===== config.mk =====
export PLATFORM = sky130hd
export DESIGN_NAME = button_click_classifier_unit_flat
export DESIGN_NICKNAME = d
export VERILOG_FILES = /design/src/hw/rtl/bcc_pkg.sv /design/src/hw/rtl/bcc_if.sv /design/src/hw/rtl/button_click_classifier_unit.sv /design/src/flat_wrapper.sv
export SDC_FILE = /design/constraint.sdc
export NUM_CORES = 1
export LEC_CHECK = 0
export BUFFER_PORTS_ARGS = -buffer_cell sky130_fd_sc_hd__buf_2
export CORE_MARGIN = 3
export CORE_UTILIZATION = 30
export CTS_BUF_LIST = sky130_fd_sc_hd__clkbuf_4 sky130_fd_sc_hd__clkbuf_8 sky130_fd_sc_hd__clkbuf_16
export DETAILED_ROUTE_END_ITERATION = 12
export PLACE_DENSITY = 0.55
export SLEW_MARGIN = 20
export SYNTH_ARGS = -nofsm -noshare
export SYNTH_HDL_FRONTEND = slang
export SYNTH_SLANG_ARGS = --single-unit

===== constraint.sdc =====
create_clock -name clk -period 5.8 [get_ports clk]
set_input_delay 0.29 -clock clk [delete_from_list [all_inputs] [get_ports clk]]
set_output_delay 0.29 -clock clk [all_outputs]
set_load 0.1 [all_outputs]

===== src/hw/rtl/bcc_pkg.sv =====
// Shared types, codes and reset values for the button click classifier.
package bcc_pkg;

  localparam int unsigned CFG_DATA_W  = 20;
  localparam int unsigned CFG_INDEX_W = 3;
  localparam int unsigned TICK_W      = 32;
  localparam int unsigned WINDOW_W    = 16;
  localparam int unsigned STUCK_W     = 20;

  localparam logic [CFG_INDEX_W-1:0] CFG_ACTIVE_LOW    = 3'd0;
  localparam logic [CFG_INDEX_W-1:0] CFG_DOUBLE_WINDOW = 3'd1;
  localparam logic [CFG_INDEX_W-1:0] CFG_LONG_LIMIT    = 3'd2;
  localparam logic [CFG_INDEX_W-1:0] CFG_GLITCH        = 3'd3;
  localparam logic [CFG_INDEX_W-1:0] CFG_STUCK         = 3'd4;

  localparam logic                RST_ACTIVE_LOW    = 1'b1;
  localparam logic [WINDOW_W-1:0] RST_DOUBLE_WINDOW = 16'd200;
  localparam logic [WINDOW_W-1:0] RST_LONG_LIMIT    = 16'd700;
  localparam logic [WINDOW_W-1:0] RST_GLITCH        = 16'd15;
  localparam logic [STUCK_W-1:0]  RST_STUCK         = 20'd10000;

  typedef logic [1:0] click_event_t;
  localparam click_event_t EV_NONE   = 2'd0;
  localparam click_event_t EV_SHORT  = 2'd1;
  localparam click_event_t EV_LONG   = 2'd2;
  localparam click_event_t EV_DOUBLE = 2'd3;

  typedef logic [2:0] state_code_t;
  localparam state_code_t ST_IDLE     = 3'd0;
  localparam state_code_t ST_PRESSED  = 3'd1;
  localparam state_code_t ST_RELEASED = 3'd2;
  localparam state_code_t ST_SHORT    = 3'd3;
  localparam state_code_t ST_LONG     = 3'd4;
  localparam state_code_t ST_DOUBLE   = 3'd5;
  localparam state_code_t ST_WAIT     = 3'd6;

  typedef enum logic [6:0] {
    PH_IDLE     = 7'b0000001,
    PH_PRESSED  = 7'b0000010,
    PH_RELEASED = 7'b0000100,
    PH_SHORT    = 7'b0001000,
    PH_LONG     = 7'b0010000,
    PH_DOUBLE   = 7'b0100000,
    PH_WAIT     = 7'b1000000
  } phase_t;

  function automatic state_code_t phase_code(input phase_t ph);
    state_code_t code;
    unique case (ph)
      PH_PRESSED:  code = ST_PRESSED;
      PH_RELEASED: code = ST_RELEASED;
      PH_SHORT:    code = ST_SHORT;
      PH_LONG:     code = ST_LONG;
      PH_DOUBLE:   code = ST_DOUBLE;
      PH_WAIT:     code = ST_WAIT;
      default:     code = ST_IDLE;
    endcase
    return code;
  endfunction

endpackage


===== src/hw/rtl/bcc_if.sv =====
// Valid/ready channel interfaces for button polls and classifier results.
interface bcc_in_if
  import bcc_pkg::*;
();
  logic              valid;
  logic              ready;
  logic              pin_level;
  logic [TICK_W-1:0] now_ticks;

  modport source (output valid, output pin_level, output now_ticks, input ready);
  modport sink   (input valid, input pin_level, input now_ticks, output ready);
endinterface

interface bcc_out_if
  import bcc_pkg::*;
();
  logic         valid;
  logic         ready;
  click_event_t click_event;
  state_code_t  fsm_state;

  modport source (output valid, output click_event, output fsm_state, input ready);
  modport sink   (input valid, input click_event, input fsm_state, output ready);
endinterface


===== src/hw/rtl/button_click_classifier_unit.sv =====
// Button click classifier: polled pin in, short/long/double click events out.
//
// The poll channel carries one item per sample: the raw pin level and a
// free-running 32-bit tick stamp. The result channel returns exactly one
// item per poll: the click event (none, short, long, double) and the
// classifier state after that poll. The user must write configuration
// registers via a simple write port while no poll is in flight (unenforced).
//
// Each poll is captured in an input register and classified into the
// result register once that register is free. One poll is accepted per
// cycle while the result receiver keeps up; the limit is the state machine
// update, which steps once per poll.
//
// When the result receiver stalls, the result register holds its item and
// the input register still takes one more poll; after that the poll channel
// deasserts ready until the result is taken.
//
// Reset empties both registers, returns the state machine to idle, clears
// both timestamps and loads the default configuration.
module button_click_classifier_unit
  import bcc_pkg::*;
(
  input  logic                   clk,
  input  logic                   rst,
  input  logic                   cfg_write,
  input  logic [CFG_INDEX_W-1:0] cfg_index,
  input  logic [CFG_DATA_W-1:0]  cfg_data,
  bcc_in_if.sink                 poll,
  bcc_out_if.source              result
);

  logic                active_low;
  logic [WINDOW_W-1:0] double_window;
  logic [WINDOW_W-1:0] long_limit;
  logic [WINDOW_W-1:0] glitch;
  logic [STUCK_W-1:0]  stuck;

  logic                s1_valid;
  logic                s1_pin;
  logic [TICK_W-1:0]   s1_now;

  logic                out_valid;
  click_event_t        out_event;
  state_code_t         out_state;

  phase_t              phase, phase_next;
  logic [TICK_W-1:0]   press_stamp, press_stamp_next;
  logic [TICK_W-1:0]   release_stamp, release_stamp_next;
  click_event_t        event_next;

  logic                out_free;
  logic                advance;
  logic                pressed;
  logic [TICK_W-1:0]   since_press, since_release, held;

  assign out_free   = !out_valid || result.ready;
  assign advance    = s1_valid && out_free;
  assign poll.ready = !s1_valid || out_free;

  assign result.valid       = out_valid;
  assign result.click_event = out_event;
  assign result.fsm_state   = out_state;

  always_ff @(posedge clk) begin
    if (rst) begin
      active_low    <= RST_ACTIVE_LOW;
      double_window <= RST_DOUBLE_WINDOW;
      long_limit    <= RST_LONG_LIMIT;
      glitch        <= RST_GLITCH;
      stuck         <= RST_STUCK;
    end else if (cfg_write) begin
      unique case (cfg_index)
        CFG_ACTIVE_LOW:    active_low    <= cfg_data[0];
        CFG_DOUBLE_WINDOW: double_window <= cfg_data[WINDOW_W-1:0];
        CFG_LONG_LIMIT:    long_limit    <= cfg_data[WINDOW_W-1:0];
        CFG_GLITCH:        glitch        <= cfg_data[WINDOW_W-1:0];
        CFG_STUCK:         stuck         <= cfg_data[STUCK_W-1:0];
        default: ;
      endcase
    end
  end

  always_ff @(posedge clk) begin
    if (rst) begin
      s1_valid <= 1'b0;
    end else if (poll.ready) begin
      s1_valid <= poll.valid;
    end
  end

  always_ff @(posedge clk) begin
    if (poll.valid && poll.ready) begin
      s1_pin <= poll.pin_level;
      s1_now <= poll.now_ticks;
    end
  end

  // With active_low set, a low pin is a press; otherwise a high pin is.
  assign pressed       = (s1_pin == !active_low);
  assign since_press   = s1_now - press_stamp;
  assign since_release = s1_now - release_stamp;
  assign held          = release_stamp - press_stamp;

  always_comb begin
    phase_next         = phase;
    press_stamp_next   = press_stamp;
    release_stamp_next = release_stamp;
    event_next         = EV_NONE;
    unique case (phase)
      PH_PRESSED: begin
        if (!pressed) begin
          release_stamp_next = s1_now;
          phase_next         = PH_RELEASED;
        end else if (since_press > TICK_W'(long_limit)) begin
          phase_next = PH_LONG;
        end else if (since_press > TICK_W'(stuck)) begin
          phase_next = PH_IDLE;
        end
      end
      PH_RELEASED: begin
        if (pressed && since_release < TICK_W'(double_window)) begin
          phase_next = PH_DOUBLE;
        end else if (held > TICK_W'(glitch) && since_release > TICK_W'(double_window)) begin
          phase_next = PH_SHORT;
        end else if (since_release > TICK_W'(stuck)) begin
          phase_next = PH_IDLE;
        end
      end
      PH_SHORT: begin
        event_next = EV_SHORT;
        phase_next = PH_WAIT;
      end
      PH_LONG: begin
        event_next = EV_LONG;
        phase_next = PH_WAIT;
      end
      PH_DOUBLE: begin
        event_next = EV_DOUBLE;
        phase_next = PH_WAIT;
      end
      PH_WAIT: begin
        if (!pressed) begin
          phase_next = PH_IDLE;
        end
      end
      default: begin
        if (pressed) begin
          phase_next       = PH_PRESSED;
          press_stamp_next = s1_now;
        end else begin
          phase_next = PH_IDLE;
        end
      end
    endcase
  end

  always_ff @(posedge clk) begin
    if (rst) begin
      phase         <= PH_IDLE;
      press_stamp   <= '0;
      release_stamp <= '0;
    end else if (advance) begin
      phase         <= phase_next;
      press_stamp   <= press_stamp_next;
      release_stamp <= release_stamp_next;
    end
  end

  always_ff @(posedge clk) begin
    if (rst) begin
      out_valid <= 1'b0;
    end else if (advance) begin
      out_valid <= 1'b1;
    end else if (result.ready) begin
      out_valid <= 1'b0;
    end
  end

  always_ff @(posedge clk) begin
    if (advance) begin
      out_event <= event_next;
      out_state <= phase_code(phase_next);
    end
  end

endmodule


===== src/flat_wrapper.sv =====
// flat-port wrapper written by rule: the top's interface ports become plain ports
module button_click_classifier_unit_flat import bcc_pkg::*;
  (clk, rst, cfg_write, cfg_index, cfg_data, poll_valid, poll_pin_level, poll_now_ticks, poll_ready, result_valid, result_click_event, result_fsm_state, result_ready);
  bcc_in_if poll_i ();
  bcc_out_if result_i ();
  input  logic clk;
  input  logic rst;
  input  logic cfg_write;
  input  logic [CFG_INDEX_W-1:0] cfg_index;
  input  logic [CFG_DATA_W-1:0] cfg_data;
  input wire logic [$bits(poll_i.valid)-1:0] poll_valid;
  input wire logic [$bits(poll_i.pin_level)-1:0] poll_pin_level;
  input wire logic [$bits(poll_i.now_ticks)-1:0] poll_now_ticks;
  output wire logic [$bits(poll_i.ready)-1:0] poll_ready;
  output wire logic [$bits(result_i.valid)-1:0] result_valid;
  output wire logic [$bits(result_i.click_event)-1:0] result_click_event;
  output wire logic [$bits(result_i.fsm_state)-1:0] result_fsm_state;
  input wire logic [$bits(result_i.ready)-1:0] result_ready;
  assign poll_i.valid = poll_valid;
  assign poll_i.pin_level = poll_pin_level;
  assign poll_i.now_ticks = poll_now_ticks;
  assign poll_ready = poll_i.ready;
  assign result_valid = result_i.valid;
  assign result_click_event = result_i.click_event;
  assign result_fsm_state = result_i.fsm_state;
  assign result_i.ready = result_ready;
  button_click_classifier_unit u_core (.clk(clk), .rst(rst), .cfg_write(cfg_write), .cfg_index(cfg_index), .cfg_data(cfg_data), .poll(poll_i), .result(result_i));
endmodule

==> results.md <==
* Die width at 228 um
* Largest cells by area after synthesis: dfxtp_1 (19%), ha_1 (15%), nand2_1 (9.1%)
* Min setup slack post-route at 0.340 ns
* Placed insts at 2,609
* Comb pwr share at 30.5%
* Share of cells above drive strength 1 at 7.20%
* Post-synth top area share at 19.3%
* Critical Path RT at 6.18 ns
* Placer Congestion at 1.03
* Die ar. at 51,900 um2
* CTS buffer count at 17
* Main combinational cell family by area after synthesis: compound AO/OA/AOI/OAI gates
* Final Max Slew Viols at 0
* Crit share post-route at 94.1%
* Ys async rst share at 0%
* Post-synthesis cell count at 1,958
* Post-synthesis adder-cell area fraction at 15.8%
* Boundary pin count at 68
* Longest Clk Path Bufs at 2
* Cell Count, Final, Fillers Out at 2,670
* Fmax at 183 MHz
* Cell family with the largest share of critical-path delay: compound AO/OA/AOI/OAI gates
* Commonest register cell after synthesis: dfxtp_1
* Area growth syn-to-layout at 12.0%
* Synth area leader: dfxtp_1
* Largest net degree at the start of global routing at 79
* Mapped cell area at 14,800 um2
* CTS Sinks at 180
* Register area share after synthesis at 27.0%
* Post-synth cell types at 83
* Post-synthesis compound-gate area fraction at 23.7%
* Slowest library cell on the worst path: o21ai_0
* WP buf/inv at 0
* Net Switching at 1340 uW
* Mux contribution to synthesized area at 0.627%
* Worst setup SP type: flip-flop
* Reg clk slew, reported paths at 0.08 ns
* Via density at 5.45
* Worst Path Max Fanout at 5
* Fin area at 16,500 um2
* Critical path class: reg2reg
* Crit path DAT at 5.84 ns
* Initial DRC count at 1,129
* DRC errors left at 0
* Leakage at 0.00642 uW
* Worst hold path class: in2reg
* Detailed Route WL at 52,600 um
* Yosys warns at 0
* Synth Area in XOR/XNOR at 4.27%
* Syn Area/Cell at 7.54 um2
* Dpl ws at 0.341 ns
* Post-layout min period at 5.46 ns
* Seq cells post-synth at 180
* Mapped Nets at 2,203
* CTS root buffer: clkbuf_16
* Final Hold Vio Count at 0
* Post-Place Cell Area at 15,600 um2
* RSZ-0062 raised after global routing: yes
* Via count at 14,560
* Max-slew headroom at 34.0%
* Clk_skew at 0.0119 ns
* Worst-Margin Slew at 0.988 ns
* Antenna violations before repair at 0
* Number of max-cap violations at 0
* Status: completed
* # fillers at 5,121
* Multi-input logic area at 9850 um2
* Synth Area in Simple Gates at 22.2%
* CTS tree: yes
* Core area at 48,100 um2
* Antenna Nets Post-Route at 0
* Internal power at 2340 uW
* CP peak stage delay at 0.54 ns
* Final HPWL DP at 41,500 um
* Diode count at 0
* P per Cell Area at 223 nW/um2
* Global-route wire length before repair at 79,300 um
* Worst VDD drop at 0.000192 V
* Clock latency on the worst-skew pair at 0.47 ns
* Iteration count of the initial detailed-routing pass at 5
* Number of global-route vias before repair at 13,866
* Sw Ratio at 36.5%
* Die Y at 228 um
* All-Layer GR Usage at 19.6%
* Setup violators final at 0
* Clock power frac at 32.6%
* Site Rows at 80
* Number of port buffers at 67
* Sequential share of power at 36.9%
* Initial Utilization at 30.6%
* Fin nets at 2,246
* Drt wl/cell at 19.7 um
* Post-synth EDFFs at 38
* Grt ovf at 0
* Crit. End Element: flip-flop
* Fin Setup TNS at 0 ns
* Sequential cell area at 3980 um2
* CTS H-tree lvls at 4
* Crit path cell chain: ha_1 -> a21oi_1 -> nand2_1 -> o21ai_0 -> a21oi_1 -> nor2_1 -> xnor2_1 -> ha_1 -> nand2_1 -> nor2_1 -> a221oi_1 -> o21ai_0 -> o22ai_1 -> a41oi_1 -> nor4b_1 -> nand3_1 -> o21a_1 -> or4_1 -> a311oi_1
==> timing repair <==
action                     CTS  global route
setup endpoints to repair    0             6
resized for setup            0             5
setup buffers                0             3
hold endpoints to repair    26             0
hold buffers                26             0
==> metrics by stage <==
step | hold WS [ns] | utilization (%) | power [uW]
2_1_floorplan | 0.389 | - | 2120
3_3_place_gp | 0.443 | 32.5 | 2450
3_5_place_dp | 0.446 | 32.5 | 2470
4_1_cts | 0.0251 | 34.3 | 3680
5_1_grt | 0.0268 | 34.3 | 3850
6_report | 0.0402 | 34.3 | 3680
==> synth_stat cells, types with 5 or more instances <==
master / instances
nand2b_1: 20
o22ai_1: 6
nand3_1: 38
nor2b_1: 12
a21o_1: 40
or3_1: 8
dfxtp_1: 142
and4_1: 5
edfxtp_1: 38
mux2i_1: 7
o2111ai_1: 8
a31oi_1: 11
a211o_1: 10
o21ai_0: 85
nor2_1: 113
o21a_1: 18
and3_1: 14
nor3_1: 28
xnor2_1: 40
ha_1: 181
o31ai_1: 6
a21oi_1: 251
xor2_1: 32
nand3b_1: 16
o211ai_1: 27
nand2_1: 357
clkbuf_1: 73
or2_2: 5
a21boi_0: 8
and2_1: 10
inv_1: 149
or4_1: 8
nor4_1: 12
a211oi_1: 22
o21bai_1: 13
nand4_1: 50
==> cell families after synthesis <==
| group | after synthesis |
|---|---|
| simple gates | 712 |
| xor+xnor | 72 |
| buf+inv | 236 |
| fa+ha+maj | 184 |
| mux | 9 |
| compound gates | 565 |
| flops | 180 |
==> power by group through the flow <==
stage / combinational, uW / clock (uW) / sequential (uW)
after global routing: 1230 / 1270 / 1360
after global placement: 1060 / 0 / 1390
after CTS: 1100 / 1230 / 1360
final: 1120 / 1200 / 1360
after detailed placement: 1080 / 0 / 1390
after floorplan: 744 / 0 / 1380
==> area by class of cell <==
cell class,instances,area share [%]
Multi-Input combinational cell,1542,59.6
Sequential cell,180,24.1
Tap cell,656,4.96
Timing Repair Buffer,110,4.39
Inverter,150,3.41
Clock buffer,19,2.77
Clock inverter,13,0.772
==> registers in the layout, indices dropped and copies added (netlist names) <==
| register | flops |
|---|---|
| u_core.press_stamp | 32 |
| u_core.double_window | 16 |
| u_core.release_stamp | 32 |
| u_core.result.fsm_state | 3 |
| u_core.long_limit | 16 |
| u_core.s1_valid | 1 |
| u_core.stuck | 20 |
| u_core.s1_now | 32 |
| u_core.result.click_event | 2 |
| u_core.result.valid | 1 |
| u_core.glitch | 16 |
| u_core.phase | 7 |
| u_core.s1_pin | 1 |
| u_core.active_low | 1 |
==> final timing paths <==
check	slack, ns	to	cells past startpoint	from
worst max-delay path	0.34	u_core.phase[2]	19	u_core.s1_now[4]
worst min-delay path	0.04	u_core.s1_now[1]	1	poll_now_ticks[1]
worst max register to register	0.34	u_core.phase[2]	19	u_core.s1_now[4]
worst min register to register	0.46	u_core.press_stamp[23]	2	u_core.press_stamp[23]
==> cells in the final DEF (no fill, tap or decap), types with 26 or more instances in the layout <==
cell type and count:
edfxtp_1 38, ha_1 181, xor2_1 32, o21ai_0 84, nor2_1 111, buf_2 66, nor3_1 28, a21oi_1 251
dlygate4sd3_1 26, dfxtp_1 142, o211ai_1 27, nand2_1 356, inv_1 149, nand4_1 50, a21o_1 40, nand3_1 38
xnor2_1 40
==> per-layer routing <==
metal  global-route usage (%)  vias up  part of all wire (%)
met3                     2.13       71                   5.0
li1                         -     7070                     -
met4                     6.57        0                   2.8
met2                     33.4      475                    47
met1                     25.8     6944                    45
met5                        0        -                     0
(Power assumes the default switching activity.)
